**config.mk**
```make
export PLATFORM = sky130hd
export DESIGN_NAME = lfu_replacement_policy_top
export DESIGN_NICKNAME = d
export VERILOG_FILES = /design/src/design/lfu_pkg.sv /design/src/design/lfu_ctrl.sv /design/src/design/lfu_dp.sv /design/src/design/lfu_replacement_policy_top.sv
export SDC_FILE = /design/constraint.sdc
export NUM_CORES = 2
export LEC_CHECK = 0
export BUFFER_PORTS_ARGS = -buffer_cell sky130_fd_sc_hd__buf_4
export CAP_MARGIN = 30
export CORE_MARGIN = 3
export CORE_UTILIZATION = 57
export DETAILED_ROUTE_END_ITERATION = 10
export PLACE_DENSITY = 0.81
export SETUP_SLACK_MARGIN = 0.2
export SYNTH_ARGS = -nofsm -noshare
export SYNTH_HDL_FRONTEND = slang
export SYNTH_SLANG_ARGS = --single-unit
```
**constraint.sdc**
```tcl
create_clock -name clk -period 6.05 [get_ports clk]
set_input_delay 1.21 -clock clk [delete_from_list [all_inputs] [get_ports clk]]
set_output_delay 1.21 -clock clk [all_outputs]
set_load 0.005 [all_outputs]
```
**src/design/lfu_pkg.sv**
```systemverilog
// shared types and constants for the lfu replacement policy block
// request/response payloads, command and status structs, state encoding
// no dependencies
package lfu_pkg;

  localparam int ENTRIES     = 64;
  localparam int COUNT_WIDTH = 16;
  localparam int KEY_W       = 32;
  localparam int IDX_W       = $clog2(ENTRIES);

  localparam logic [COUNT_WIDTH-1:0] CNT_MAX = '1;
  localparam logic [COUNT_WIDTH-1:0] CNT_ONE = COUNT_WIDTH'(1);

  // request codes
  localparam logic [1:0] REQ_ADD    = 2'd0;
  localparam logic [1:0] REQ_ACCESS = 2'd1;
  localparam logic [1:0] REQ_EVICT  = 2'd2;

  // status codes
  localparam logic [2:0] ST_OK     = 3'd0;
  localparam logic [2:0] ST_FULL   = 3'd1;
  localparam logic [2:0] ST_DUP    = 3'd2;
  localparam logic [2:0] ST_ABSENT = 3'd3;
  localparam logic [2:0] ST_EMPTY  = 3'd4;

  typedef struct packed {
    logic [1:0]              req_type;
    logic signed [KEY_W-1:0] key;
  } req_t;

  typedef struct packed {
    logic signed [KEY_W-1:0] victim_key;
    logic                    victim_valid;
    logic [2:0]              status;
  } rsp_t;

  typedef struct packed {
    logic [KEY_W-1:0]       key;
    logic [COUNT_WIDTH-1:0] count;
  } entry_t;

  typedef struct packed {
    logic load;
    logic scan;
    logic commit;
  } cmd_t;

  typedef struct packed {
    logic last;
  } sts_t;

  typedef enum logic [1:0] {
    S_IDLE,
    S_SCAN,
    S_LAST,
    S_COMMIT
  } state_t;

endpackage

```
**src/design/lfu_ctrl.sv**
```systemverilog
// controller state machine for the lfu replacement policy block
// sequences request load, table scan and commit; owns response valid
// depends on lfu_pkg
module lfu_ctrl (
  input  logic          clk,
  input  logic          rst,
  input  logic          req_valid,
  output logic          req_ready,
  output logic          rsp_valid,
  input  logic          rsp_ready,
  input  lfu_pkg::sts_t sts,
  output lfu_pkg::cmd_t cmd
);
  import lfu_pkg::*;

  state_t state, state_next;
  logic   rsp_valid_next;

  always_ff @(posedge clk) begin
    if (rst) begin
      state <= S_IDLE;
    end else begin
      state <= state_next;
    end
  end

  always_ff @(posedge clk) begin
    if (rst) begin
      rsp_valid <= 1'b0;
    end else begin
      rsp_valid <= rsp_valid_next;
    end
  end

  always_comb begin
    state_next     = state;
    req_ready      = 1'b0;
    cmd            = '0;
    rsp_valid_next = rsp_valid && !rsp_ready;
    case (state)
      S_IDLE: begin
        req_ready = 1'b1;
        if (req_valid) begin
          cmd.load   = 1'b1;
          state_next = S_SCAN;
        end
      end
      S_SCAN: begin
        cmd.scan = 1'b1;
        if (sts.last) begin
          state_next = S_LAST;
        end
      end
      S_LAST: begin
        state_next = S_COMMIT;
      end
      S_COMMIT: begin
        // wait for the response register to free up
        if (!rsp_valid || rsp_ready) begin
          cmd.commit     = 1'b1;
          rsp_valid_next = 1'b1;
          state_next     = S_IDLE;
        end
      end
      default: begin
        state_next = S_IDLE;
      end
    endcase
  end

endmodule

```
**src/design/lfu_dp.sv**
```systemverilog
// datapath for the lfu replacement policy block
// entry memory, valid bits, scan counter, match/free/minimum trackers, response register
// depends on lfu_pkg
module lfu_dp (
  input  logic          clk,
  input  logic          rst,
  input  lfu_pkg::cmd_t cmd,
  output lfu_pkg::sts_t sts,
  input  lfu_pkg::req_t req,
  output lfu_pkg::rsp_t rsp
);
  import lfu_pkg::*;

  entry_t             mem [ENTRIES];
  logic [ENTRIES-1:0] valid;

  req_t               req_q;
  logic [IDX_W-1:0]   idx;
  logic [IDX_W-1:0]   rd_idx;
  logic               rd_pend;
  entry_t             rd_word;
  logic               rd_valid;

  logic                    hit;
  logic [IDX_W-1:0]        hit_idx;
  logic [COUNT_WIDTH-1:0]  hit_cnt;
  logic                    free_found;
  logic [IDX_W-1:0]        free_idx;
  logic                    min_found;
  logic [IDX_W-1:0]        min_idx;
  logic [COUNT_WIDTH-1:0]  min_cnt;
  logic signed [KEY_W-1:0] min_key;

  logic                    we;
  logic [IDX_W-1:0]        wa;
  entry_t                  wd;
  logic                    set_valid;
  logic                    clr_valid;
  rsp_t                    rsp_next;

  logic is_match;
  logic is_free;
  logic is_min;

  assign sts.last = (idx == IDX_W'(ENTRIES - 1));

  // scan counter and read tracking
  always_ff @(posedge clk) begin
    if (rst) begin
      rd_pend <= 1'b0;
    end else begin
      rd_pend <= cmd.scan;
    end
  end

  always_ff @(posedge clk) begin
    if (cmd.load) begin
      req_q <= req;
      idx   <= '0;
    end else if (cmd.scan) begin
      idx <= idx + 1'b1;
    end
    rd_idx <= idx;
  end

  // entry memory
  always_ff @(posedge clk) begin
    if (we) begin
      mem[wa] <= wd;
    end
    if (cmd.scan) begin
      rd_word  <= mem[idx];
      rd_valid <= valid[idx];
    end
  end

  always_ff @(posedge clk) begin
    if (rst) begin
      valid <= '0;
    end else if (set_valid) begin
      valid[wa] <= 1'b1;
    end else if (clr_valid) begin
      valid[min_idx] <= 1'b0;
    end
  end

  // per entry compare
  always_comb begin
    is_match = rd_valid && (rd_word.key == req_q.key);
    is_free  = !rd_valid;
    is_min   = rd_valid && (!min_found || (rd_word.count < min_cnt) ||
               ((rd_word.count == min_cnt) && ($signed(rd_word.key) < min_key)));
  end

  always_ff @(posedge clk) begin
    if (rst || cmd.load) begin
      hit        <= 1'b0;
      free_found <= 1'b0;
      min_found  <= 1'b0;
    end else if (rd_pend) begin
      if (is_match && !hit) begin
        hit <= 1'b1;
      end
      if (is_free && !free_found) begin
        free_found <= 1'b1;
      end
      if (is_min) begin
        min_found <= 1'b1;
      end
    end
  end

  always_ff @(posedge clk) begin
    if (rd_pend) begin
      if (is_match && !hit) begin
        hit_idx <= rd_idx;
        hit_cnt <= rd_word.count;
      end
      if (is_free && !free_found) begin
        free_idx <= rd_idx;
      end
      if (is_min) begin
        min_idx <= rd_idx;
        min_cnt <= rd_word.count;
        min_key <= $signed(rd_word.key);
      end
    end
  end

  // commit decision
  always_comb begin
    we        = 1'b0;
    wa        = free_idx;
    wd        = '0;
    set_valid = 1'b0;
    clr_valid = 1'b0;
    rsp_next  = '0;
    if (cmd.commit) begin
      case (req_q.req_type)
        REQ_ADD: begin
          if (hit) begin
            rsp_next.status = ST_DUP;
          end else if (!free_found) begin
            rsp_next.status = ST_FULL;
          end else begin
            we        = 1'b1;
            set_valid = 1'b1;
            wd.key    = req_q.key;
            wd.count  = CNT_ONE;
          end
        end
        REQ_ACCESS: begin
          wa = hit_idx;
          if (!hit) begin
            rsp_next.status = ST_ABSENT;
          end else if (hit_cnt != CNT_MAX) begin
            we       = 1'b1;
            wd.key   = req_q.key;
            wd.count = hit_cnt + 1'b1;
          end
        end
        REQ_EVICT: begin
          if (!min_found) begin
            rsp_next.status = ST_EMPTY;
          end else begin
            clr_valid             = 1'b1;
            rsp_next.victim_key   = min_key;
            rsp_next.victim_valid = 1'b1;
          end
        end
        default: begin
          rsp_next = '0;
        end
      endcase
    end
  end

  always_ff @(posedge clk) begin
    if (cmd.commit) begin
      rsp <= rsp_next;
    end
  end

endmodule

```
**src/design/lfu_replacement_policy_top.sv**
```systemverilog
// top level of the lfu replacement policy block
// channel   | handshake             | payload
// request   | req_valid / req_ready | req  (req_type, key)
// response  | rsp_valid / rsp_ready | rsp  (victim_key, victim_valid, status)
// a request is accepted, then the entry memory is read once per entry in turn, a
// last state lets the final read reach the trackers, then the result is committed
// into the response register; reset clears the valid bits and flags, not the memory
// a stalled response holds commit; a new request is taken while a response waits
// depends on lfu_pkg, lfu_ctrl, lfu_dp
module lfu_replacement_policy_top (
  input  logic          clk,
  input  logic          rst,
  input  logic          req_valid,
  output logic          req_ready,
  input  lfu_pkg::req_t req,
  output logic          rsp_valid,
  input  logic          rsp_ready,
  output lfu_pkg::rsp_t rsp
);
  import lfu_pkg::*;

  cmd_t cmd;
  sts_t sts;

  lfu_ctrl u_ctrl (
    .clk       (clk),
    .rst       (rst),
    .req_valid (req_valid),
    .req_ready (req_ready),
    .rsp_valid (rsp_valid),
    .rsp_ready (rsp_ready),
    .sts       (sts),
    .cmd       (cmd)
  );

  lfu_dp u_dp (
    .clk (clk),
    .rst (rst),
    .cmd (cmd),
    .sts (sts),
    .req (req),
    .rsp (rsp)
  );

endmodule

```
==> run summary <==
status: finished, violations left
failing checks: DRC
Die W: 482 um
CP delay by family, top: simple AND/OR/NAND/NOR gates
starting density of the core: 57.4%
startpoint types: flip-flop
area post-placement: 0.135 mm^2
WL/cell: 39.6 um
LEAKAGE: 0.0469 uW
slowest stage delay, CP: 0.77 ns
die area: 0.233 mm^2
CP max-delay cell: and4_1
Slew HR: 26.9%
peak supply drop: 0.290 mV
I/O pins: 76
DP Worst Slack: 0.735 ns
Worst setup startpoint: u_ctrl.state[0]$_SDFFE_PP0P_
Site Rows: 174
total gr overflow: 0
YS warnings: 0
Final Slew Violations: 0
Worst Tran Pin Value: 1.09 ns
Vias per Instance: 7.25
Worst-path clk slew: 0.06 ns
Post-Synthesis Cells: 5,745
GR Util met1: 42.4%
final instance area: 0.146 mm^2
CTS tree: yes
CTS Hold Bufs: 0
post-layout min period: 4.63 ns
first-iteration detailed-routing DRC count: 12,292
Post-Syn Area per Cell: 22.5 um^2
HP Class: in2reg
Buf/Inv on CP: 3
drt drc: 1
Final Core Density: 64.8%
top_reg_cell synth: edfxtp_1
Die Y: 482 um
Max Clock Skew: 0.0693 ns
mapped cell area: 0.129 mm^2
setup_tns: 0 ns
fin crit share: 76.6%
Synth Register Bits: 3,356
max frequency: 216 MHz
hold_sp: req[31]
htree depth: 5
type of the worst setup path: reg2reg
Max Cap Viol: 0
Post-Syn Nets: 5,836
DR vias: 67,761
dpl cells: 8,748
ANT nets after route: 0
unrepaired setup endpoints after global routing: no
Post-CTS Setup Bufs: 0
PwrDens: 360 mW/mm^2
Critical R2R Launch: u_ctrl.state[0]$_SDFFE_PP0P_
area delta synth->final: 12.9%
M2 GR Usage: 50.4%
Max clock buf depth: 4
final hold viol count: 0
Synth async-reset ratio: 0%
GPL Wtd Cong: 0.919
vias in the first global route: 66,373
sequential-to-total area share from yosys stat: 77.3%
layout cells sized above 1: 28.6%
PortBufs: 75
Layout fillers: 13,196
routed wire length: 370 mm
dpl hpwl: 198 mm
worst-path fanout max: 35
largest net degree at the start of global routing: 113
Arrival @ worst endpoint: 5.22 ns
worst path cell trace: ha_1 > and4_1 > o311ai_4 > nand2_1 > buf_4 > nand2_1 > buf_4 > nor2_4 > buf_12
Initial DRT Pass Iterations: 11
final worst slack: 1.42 ns
EDFF count, synth: 3,273
clk sinks: 3,356
CTS resizes: 0
Worst EP required: 6.63 ns
global routing usage on met3: 9.67%
first-pass GRT wire length: 519 mm
Core Area: 0.225 mm^2
kind of end point of the critical path: flip-flop
Top Usage Layer GRT: met2
final cell count without fillers: 9,344
Synth cell types: 57
root buffer cell: clkbuf_16
initial antenna violation count: 31
Total GRT Usage: 32.0%
TritonCTS Buffers: 336
nets: 6,197
Final setup viols: 0
Clk Latency, worst-skew pair: 0.96 ns
## metrics by stage
| stage | hold WS, ns | power [uW] |
|---|---|---|
| 2_1_floorplan | 0.326 | 30500 |
| 3_3_place_gp | 0.429 | 32300 |
| 3_5_place_dp | 0.440 | 32400 |
| 4_1_cts | 0.394 | 52500 |
| 5_1_grt | 0.419 | 53700 |
| 6_report | 0.433 | 52500 |
## worst paths after layout
check	slack (ns)	cells past startpoint	endpoint
setup / recovery	1.42	9	u_dp.mem[2][37]$_DFFE_PP_
hold / removal	0.43	1	u_dp.req_q[31]$_DFFE_PP_
setup reg to reg	1.42	9	u_dp.mem[2][37]$_DFFE_PP_
hold reg to reg	0.47	0	u_dp.hit_idx[2]$_DFFE_PP_
## layout make-up
class / instances / area, um^2 / share of cell area [%]
sequential: 3356 / 100000 / 68.5
clock buffer: 409 / 8860 / 6.07
tap: 2992 / 3740 / 2.56
inverter: 61 / 229 / 0.157
clock inverter: 165 / 1570 / 1.08
multi-input combinational: 2036 / 28400 / 19.5
timing repair buffer: 315 / 3150 / 2.16
antenna: 10 / 25.0 / 0.0171
## cell usage after synthesis, types with 2 or more instances
cell      number  share of area (%)
a211oi_1      61               0.35
a21o_1         2              0.012
a21oi_1      135               0.52
a221o_1       20               0.15
a22o_1        13              0.088
a22oi_1       13              0.075
a41oi_1        2              0.014
and2_1        68               0.33
and3_1         9              0.044
and4_1         4              0.027
buf_1         30              0.087
buf_2         92               0.36
buf_4         32               0.19
buf_6         12               0.10
clkbuf_1     125               0.36
dfxtp_1       83                1.3
edfxtp_1    3273                 76
ha_1          53               0.51
inv_1         61               0.18
mux2_2        13               0.11
mux2i_1       90               0.70
mux4_2       909                 16
nand2_1      124               0.36
nand2b_1       7              0.034
nand3_1       30               0.12
nand3b_1      10              0.058
nand4_1       22               0.11
nand4b_1       6              0.041
nor2_1       135               0.39
nor2b_1       67               0.32
nor3_1         9              0.035
nor3b_1        6              0.035
nor4_1         9              0.044
o211ai_1       2              0.012
o21ai_0       86               0.33
o22ai_1       56               0.27
o41ai_1        2              0.014
or2_2          2             0.0097
or3_1          3              0.015
or3b_2         2              0.014
or4b_2         3              0.023
xnor2_1       24               0.16
xor2_1        26               0.18
## logic make-up (layout without fill, tap and decap cells)
logic type	Yosys count	count (layout)	synth area share, %
flops	3356	3356	77.3
mux	1012	1012	16.6
simple gates	520	520	2.04
compound gates	401	401	1.91
buf+inv	353	950	1.28
fa+ha+maj	53	53	0.513
xor+xnor	50	50	0.339
other cells	0	10	0
## power by group
part	internal (uW)	switching (uW)	total (uW)
clock	11600	8850	20500
sequential	25500	617	26200
combinational	2400	3460	5860
## cell usage in the layout (no fill, tap or decap), types with 71 or more instances in the layout
cell       Yosys  routed
nand2_1      124     124
mux2i_1       90      89
buf_4         32     251
a21oi_1      135     134
edfxtp_1    3273    3273
dfxtp_1       83      78
clkinv_1       0      71
mux4_2       909     909
o21ai_0       86      86
clkbuf_16      0     342
nor2_4         0      78
## state kept, by name (all words and copies together) (netlist names), 2 cells and up
register / flops
u_ctrl.state: 2
u_dp.min_key: 32
u_dp.min_cnt: 16
u_dp.rd_word: 48
u_dp.rd_idx: 6
u_dp.hit_cnt: 16
u_dp.idx: 6
u_dp.rsp: 36
u_dp.free_idx: 6
u_dp.min_idx: 6
u_dp.req_q: 34
u_dp.valid: 64
u_dp.mem: 3072
u_dp.hit_idx: 6
## per-layer routing
layer	part of all wire [%]	vias to the layer above
met5	0.086	-
met4	5.1	24
met3	15	1199
met2	48	6703
met1	32	34871
li1	-	24964
(Power assumes the default switching activity.)
